$ cat src/hw/rtl/lrukv_pkg.sv
// Shared types and constants for the LRU key-value cache.
package lrukv_pkg;

   typedef logic [31:0] word_type;

   localparam logic     CMD_GET    = 1'b0;
   localparam logic     CMD_PUT    = 1'b1;
   localparam word_type MISS_VALUE = 32'hFFFF_FFFF;
   localparam word_type PUT_VALUE  = 32'h0000_0000;

endpackage

$ cat src/hw/rtl/lrukv_value_ram.sv
// Value memory of the cache: one write port, one registered read port.
module lrukv_value_ram
   import lrukv_pkg::*;
#(
   parameter int DEPTH = 16,
   parameter int AW    = 4
) (
   input  logic          clock,
   input  logic          wr_en,
   input  logic [AW-1:0] wr_addr,
   input  word_type      wr_data,
   input  logic          rd_en,
   input  logic [AW-1:0] rd_addr,
   output word_type      rd_data_ff
);

   word_type mem [DEPTH];

   always_ff @(posedge clock) begin
      if (wr_en) begin
         mem[wr_addr] <= wr_data;
      end
      if (rd_en) begin
         rd_data_ff <= mem[rd_addr];
      end
   end

endmodule

$ cat src/hw/rtl/lru_key_value_cache_core.sv
// Top level of the fully associative LRU key-value cache.
// One command at a time: a beat is taken, the keys are compared in parallel in the next cycle.
// Puts and get misses answer after the lookup state, get hits after a value memory read state.
// A new beat is taken once the previous answer has been taken, so only one command is in flight.
// Synchronous reset clears valid marks, ranks, occupancy and sets capacity to sixteen.
module lru_key_value_cache_core
   import lrukv_pkg::*;
#(
   parameter int ENTRIES = 16
) (
   input  logic        clock,
   input  logic        reset,
   input  logic        csr_wr_en,
   input  logic [4:0]  csr_wr_data,
   input  logic        req_tvalid,
   output logic        req_tready,
   input  logic [63:0] req_tdata,   // lookup_key [31:0], write_value [63:32]
   input  logic        req_tuser,   // command
   output logic        rsp_tvalid,
   input  logic        rsp_tready,
   output logic [31:0] rsp_tdata,   // read_value
   output logic        rsp_tuser    // hit
);

   localparam int IW = (ENTRIES > 1) ? $clog2(ENTRIES) : 1;
   localparam int OW = $clog2(ENTRIES + 1);

   typedef enum logic [1:0] {S_IDLE, S_LOOKUP, S_READ} state_type;

   state_type      state_ff;
   logic [4:0]     capacity_ff;
   logic           cmd_ff;
   word_type       key_ff;
   word_type       val_ff;
   logic           rsp_valid_ff;
   logic           rsp_hit_ff;
   word_type       rsp_value_ff;

   logic           valid_ff [ENTRIES];
   logic [IW-1:0]  rank_ff  [ENTRIES];
   word_type       keys_ff  [ENTRIES];
   logic [OW-1:0]  occ_ff;

   logic           accept;
   logic           hit;
   logic [IW-1:0]  found;
   logic           victim_ok;
   logic [IW-1:0]  victim;
   logic           free_ok;
   logic [IW-1:0]  free_slot;
   logic           evict;
   logic [OW-1:0]  eff_cap;
   logic [IW-1:0]  slot;
   logic           slot_ok;
   logic [OW-1:0]  limit;
   logic           do_update;
   logic           do_insert;
   logic           mem_wr;
   word_type       rd_data_ff;
   logic [IW-1:0]  last_rank;
   int             cap_int;

   assign accept     = req_tvalid && req_tready;
   assign req_tready = (state_ff == S_IDLE) && !rsp_valid_ff;
   assign rsp_tvalid = rsp_valid_ff;
   assign rsp_tdata  = rsp_value_ff;
   assign rsp_tuser  = rsp_hit_ff;

   always_comb begin
      cap_int = int'(capacity_ff);
      if (cap_int == 0) begin
         cap_int = 1;
      end
      if (cap_int > ENTRIES) begin
         cap_int = ENTRIES;
      end
      eff_cap   = OW'(cap_int);
      last_rank = IW'(occ_ff - OW'(1));
      hit       = 1'b0;
      found     = '0;
      victim_ok = 1'b0;
      victim    = '0;
      free_ok   = 1'b0;
      free_slot = '0;
      for (int i = ENTRIES - 1; i >= 0; i--) begin
         if (valid_ff[i] && keys_ff[i] == key_ff) begin
            hit   = 1'b1;
            found = IW'(i);
         end
         if (valid_ff[i] && rank_ff[i] == last_rank) begin
            victim_ok = 1'b1;
            victim    = IW'(i);
         end
         if (!valid_ff[i]) begin
            free_ok   = 1'b1;
            free_slot = IW'(i);
         end
      end
      evict     = (occ_ff >= eff_cap) && (occ_ff != '0);
      slot      = hit ? found : (evict ? victim : free_slot);
      slot_ok   = hit || (evict ? victim_ok : free_ok);
      limit     = hit ? OW'(rank_ff[found]) : occ_ff;
      do_update = (state_ff == S_LOOKUP) && slot_ok && (hit || cmd_ff == CMD_PUT);
      do_insert = do_update && !hit;
      mem_wr    = do_update && (cmd_ff == CMD_PUT);
   end

   always_ff @(posedge clock) begin
      if (reset) begin
         occ_ff <= '0;
         for (int i = 0; i < ENTRIES; i++) begin
            valid_ff[i] <= 1'b0;
            rank_ff[i]  <= '0;
         end
      end else if (do_update) begin
         for (int i = 0; i < ENTRIES; i++) begin
            if (IW'(i) == slot) begin
               rank_ff[i] <= '0;
            end else if (valid_ff[i] && OW'(rank_ff[i]) < limit) begin
               rank_ff[i] <= rank_ff[i] + IW'(1);
            end
         end
         if (do_insert && !evict) begin
            valid_ff[slot] <= 1'b1;
            occ_ff         <= occ_ff + OW'(1);
         end
      end
   end

   always_ff @(posedge clock) begin
      if (do_insert) begin
         keys_ff[slot] <= key_ff;
      end
      if (accept) begin
         cmd_ff <= req_tuser;
         key_ff <= req_tdata[31:0];
         val_ff <= req_tdata[63:32];
      end
   end

   always_ff @(posedge clock) begin
      if (reset) begin
         state_ff     <= S_IDLE;
         capacity_ff  <= 5'd16;
         rsp_valid_ff <= 1'b0;
         rsp_hit_ff   <= 1'b0;
         rsp_value_ff <= '0;
      end else begin
         if (csr_wr_en) begin
            capacity_ff <= csr_wr_data;
         end
         if (rsp_valid_ff && rsp_tready) begin
            rsp_valid_ff <= 1'b0;
         end
         case (state_ff)
            S_IDLE: begin
               if (accept) begin
                  state_ff <= S_LOOKUP;
               end
            end
            S_LOOKUP: begin
               if (cmd_ff == CMD_GET && hit) begin
                  state_ff <= S_READ;
               end else begin
                  state_ff     <= S_IDLE;
                  rsp_valid_ff <= 1'b1;
                  rsp_hit_ff   <= hit;
                  rsp_value_ff <= (cmd_ff == CMD_GET) ? MISS_VALUE : PUT_VALUE;
               end
            end
            S_READ: begin
               state_ff     <= S_IDLE;
               rsp_valid_ff <= 1'b1;
               rsp_hit_ff   <= 1'b1;
               rsp_value_ff <= rd_data_ff;
            end
            default: begin
               state_ff <= S_IDLE;
            end
         endcase
      end
   end

   lrukv_value_ram #(
      .DEPTH (ENTRIES),
      .AW    (IW)
   ) u_value_ram (
      .clock      (clock),
      .wr_en      (mem_wr),
      .wr_addr    (slot),
      .wr_data    (val_ff),
      .rd_en      (state_ff == S_LOOKUP),
      .rd_addr    (found),
      .rd_data_ff (rd_data_ff)
   );

   logic [ENTRIES-1:0] valid_vec;
   always_comb begin
      for (int i = 0; i < ENTRIES; i++) begin
         valid_vec[i] = valid_ff[i];
      end
   end

   a_occ_matches_valid: assert property (@(posedge clock) disable iff (reset)
      $countones(valid_vec) == int'(occ_ff))
      else $error("occupancy does not match valid marks");

   a_occ_bound: assert property (@(posedge clock) disable iff (reset)
      int'(occ_ff) <= ENTRIES)
      else $error("occupancy above entry count");

   a_read_follows_hit: assert property (@(posedge clock) disable iff (reset)
      (state_ff == S_LOOKUP && cmd_ff == CMD_GET && hit) |=> (state_ff == S_READ))
      else $error("get hit did not go to memory read");

   a_one_in_flight: assert property (@(posedge clock) disable iff (reset)
      (state_ff != S_IDLE) |-> !req_tready)
      else $error("request taken while busy");

endmodule
$ cat config.mk
export PLATFORM = sky130hd
export DESIGN_NAME = lru_key_value_cache_core
export DESIGN_NICKNAME = d
export VERILOG_FILES = /design/src/hw/rtl/lrukv_pkg.sv /design/src/hw/rtl/lrukv_value_ram.sv /design/src/hw/rtl/lru_key_value_cache_core.sv
export SDC_FILE = /design/constraint.sdc
export NUM_CORES = 2
export LEC_CHECK = 0
export ABC_AREA = 1
export ABC_CLOCK_PERIOD_IN_PS = 7200
export BUFFER_PORTS_ARGS = -buffer_cell sky130_fd_sc_hd__buf_4
export CAP_MARGIN = 30
export CORE_MARGIN = 2
export CORE_UTILIZATION = 63
export CTS_CLUSTER_DIAMETER = 80
export DETAILED_ROUTE_END_ITERATION = 10
export HOLD_SLACK_MARGIN = 0.05
export PLACE_DENSITY = 0.81
export SYNTH_ARGS = -nofsm -noshare
export SYNTH_HDL_FRONTEND = slang
export SYNTH_SLANG_ARGS = --single-unit
$ cat constraint.sdc
create_clock -name clock -period 7.2 [get_ports clock]
set_clock_uncertainty 0.2 [all_clocks]
set_input_delay 0.72 -clock clock [delete_from_list [all_inputs] [get_ports clock]]
set_output_delay 0.72 -clock clock [all_outputs]
set_load 0.02 [all_outputs]
==> results.sh <==
export IMPL_outcome="finished clean"
export IMPL_period_minus_slack_ns=6.77
export IMPL_hold_viol=0
export IMPL_routedWlPerCell_um=26.8
export IMPL_rows=108
export IMPL_ys_ff_latch=1247
export IMPL_stdcell_area_mm2=0.0622
export IMPL_reg2regPathDepth=30
export IMPL_endpoint="rank_ff[5][0]$_SDFFCE_PN0P_"
export IMPL_critPathLaunchType="flop"
export IMPL_pwr_share_seq_pct=51.3
export IMPL_synth_ff_type="edfxtp_1"
export IMPL_p_int_mw=12.3
export IMPL_grt_antenna_before_repair=3
export IMPL_p_per_area_mw_per_mm2=271
export IMPL_first_pass_iters=9
export IMPL_die_w_um=300
export IMPL_ant_nets=0
export IMPL_rsz0062_at_grt="false"
export IMPL_netSwitchingPower_mw=4.59
export IMPL_syn_area_per_cell_um2=11.9
export IMPL_drive_above_1_share_pct=11.9
export IMPL_whs_ns=0.105
export IMPL_cts_clk_slew_worst_paths_ns=0.06
export IMPL_post_dp_cell_area_mm2=0.0577
export IMPL_synth_area_mm2=0.0553
export IMPL_worst_slew_pin_slew_ns=1.10
export IMPL_grt_usage_pct=35.9
export IMPL_die_y_um=300
export IMPL_dp_hpwl_um=94100
export IMPL_drc_errors=0
export IMPL_finalPower_mw=16.9
export IMPL_viasPerCell=6.64
export IMPL_r2r_end="rank_ff[5][0]$_SDFFCE_PN0P_"
export IMPL_timing_final_crit_share_pct=94.0
export IMPL_cp_required_ns=7.38
export IMPL_slew_viol_final=0
export IMPL_worst_setup_path_end_kind="flop"
export IMPL_arrival_ns=6.95
export IMPL_synth_most_common_cell="edfxtp_1"
export IMPL_overflow=0
export IMPL_r2r_slack_ns=0.43
export IMPL_clkLatencyLatePin_ns=0.72
export IMPL_critical_path_max_fanout=50
export IMPL_numCtsBuffers=118
export IMPL_cpMostUsedCell="nand2_1"
export IMPL_synth_cell_types=63
export IMPL_ys_top_cells_by_area="edfxtp_1 (64%), nand2_1 (5.9%), nand3_1 (3.2%)"
export IMPL_ys_top_cells_by_count="edfxtp_1 (1,185), nand2_1 (865), nand3_1 (351)"
export IMPL_synth_top_area_share_pct=64.4
export IMPL_leakage_nw=21.9
export IMPL_gp_congestion=0.954
export IMPL_io_buffers=109
export IMPL_cts_sinks=1247
export IMPL_final_nets=4977
export IMPL_switching_share_pct=27.2
export IMPL_crit_reg2reg_launch="key_ff[8]$_DFFE_PP_"
export IMPL_pre_cts_slack_ns=0.630
export IMPL_holdPathStages=3
export IMPL_max_cap_violations=0
export IMPL_final_util_pct=71.6
export IMPL_grt_max_degree=223
export IMPL_drt_iter0_drc=6271
export IMPL_peakVddDrop_mv=0.258
export IMPL_cp_slowest_cell="edfxtp_1"
export IMPL_cts_max_path_buffers=3
export IMPL_worst_slack_ns=0.431
export IMPL_fmax_mhz=148
export IMPL_crit_type="flop to flop"
export IMPL_ys_seq_area_share_pct=66.6
export IMPL_syn_nets=4802
export IMPL_cts_tree="done"
export IMPL_grt_first_pass_wirelength_um=239000
export IMPL_relSlewSlack_pct=26.6
export IMPL_synth_top_area_cell="edfxtp_1"
export IMPL_hold_class="input port to flop"
export IMPL_ys_async_sr_fraction_pct=0
export IMPL_syn_to_final_growth_pct=12.6
export IMPL_cp_startpoint="key_ff[8]$_DFFE_PP_"
export IMPL_ys_warn_count=0
export IMPL_synthCells=4652
export IMPL_io_pins=110
export IMPL_start_util_pct=63.6
export IMPL_dp_cells=5787
export IMPL_grt_pass1_vias=38500
export IMPL_fin_setup_tns_ns=0
export IMPL_power_share_clock_pct=35.5
export IMPL_wirelength_um=163000
export IMPL_cts_htree_levels=3
export IMPL_coreArea_mm2=0.0869
export IMPL_timing_critical_path_slowest_cell_delay_ns=0.86
export IMPL_setup_viol=0
export IMPL_via_count=40400
export IMPL_post_layout_nonfiller_instances=6084
export IMPL_synth_edf_count=1185
export IMPL_die_area_mm2=0.0901
export IMPL_power_share_combinational_pct=13.2
export IMPL_cts_root_buf="clkbuf_16"
-- worst max-delay path: cells and delay by family (launching register included) --
family / cells / cell delay, ns
fa+ha+maj: 1 / 0.40
buf+inv: 4 / 1.35
flops: 1 / 0.86
compound gates: 8 / 1.43
simple gates: 17 / 2.13
-- what timing repair did --
| action | CTS | global route |
|---|---|---|
| hold buffers | 69 | 0 |
| resized for setup | 0 | 1 |
| setup buffers | 0 | 4 |
| endpoints found under the setup margin | 0 | 33 |
| hold endpoints to repair | 68 | 0 |
-- registers in the layout (all words and copies together) (netlist names) --
name                    flops
keys_ff                   512
u_value_ram.mem           512
rank_ff                    64
key_ff                     32
rsp_tdata                  32
u_value_ram.rd_data_ff     32
val_ff                     32
valid_ff                   16
capacity_ff                 5
occ_ff                      5
state_ff                    2
cmd_ff                      1
rsp_tuser                   1
rsp_tvalid                  1
-- cells in the final DEF (no fill, tap or decap), types with 32 or more instances in the layout --
master and n:
a211oi_1 115, inv_1 242, a21oi_1 295, a311oi_1 33, o22ai_1 78, xor2_1 107
o31ai_1 33, dlygate4sd3_1 69, nand4_1 48, ha_1 73, xnor2_1 126, dfxtp_1 62
clkbuf_16 118, nor4_1 42, nor2_1 213, o32ai_1 32, nand2_1 864, buf_4 219
edfxtp_1 1185, nand3_1 350, mux2_2 32, o21ai_0 165
-- final cells by class --
cell class,instances,area (um^2)
antenna,5,12.5
clock buffer,145,3090
clock inverter,72,608
fill,5475,24700
inverter,274,1030
multi-input combinational,2874,16400
sequential,1247,36800
tap,1155,1450
timing repair buffer,312,2820
-- worst min path at each step --
stage / start / to
finish: csr_wr_data[0] / capacity_ff[0]$_SDFFE_PP0P_
global route: req_tdata[10] / key_ff[10]$_DFFE_PP_
CTS: req_tdata[10] / key_ff[10]$_DFFE_PP_
detailed placement: capacity_ff[0]$_SDFFE_PP0P_ / capacity_ff[0]$_SDFFE_PP0P_
global placement: capacity_ff[0]$_SDFFE_PP0P_ / capacity_ff[0]$_SDFFE_PP0P_
floorplan: capacity_ff[0]$_SDFFE_PP0P_ / capacity_ff[0]$_SDFFE_PP0P_
-- cell families after synthesis --
| family | count (synthesis) | share of synthesized area [%] |
|---|---|---|
| fa+ha+maj | 75 | 1.70 |
| compound gates | 870 | 10.0 |
| simple gates | 1663 | 13.1 |
| mux | 32 | 0.652 |
| xor+xnor | 234 | 3.74 |
| flops | 1247 | 66.6 |
| buf+inv | 531 | 4.17 |
-- layer usage --
layer	up-vias	routed length, um	track usage (%)
li1	17300	-	-
met1	19200	57600	49.1
met2	3312	73100	54.2
met3	596	24400	9.52
met4	0	8170	16.6
met5	-	0	0
-- power by group through the flow --
stage                     Sequential, mW  Clock, mW  Combinational, mW
final                               8.67       6.00               2.23
after floorplan                     8.83          0               1.05
after CTS                           8.66       5.99               2.10
after detailed placement            8.81          0               2.05
after global routing                8.69       6.28               2.29
after global placement              8.79          0               2.00
(Power assumes the default switching activity.)
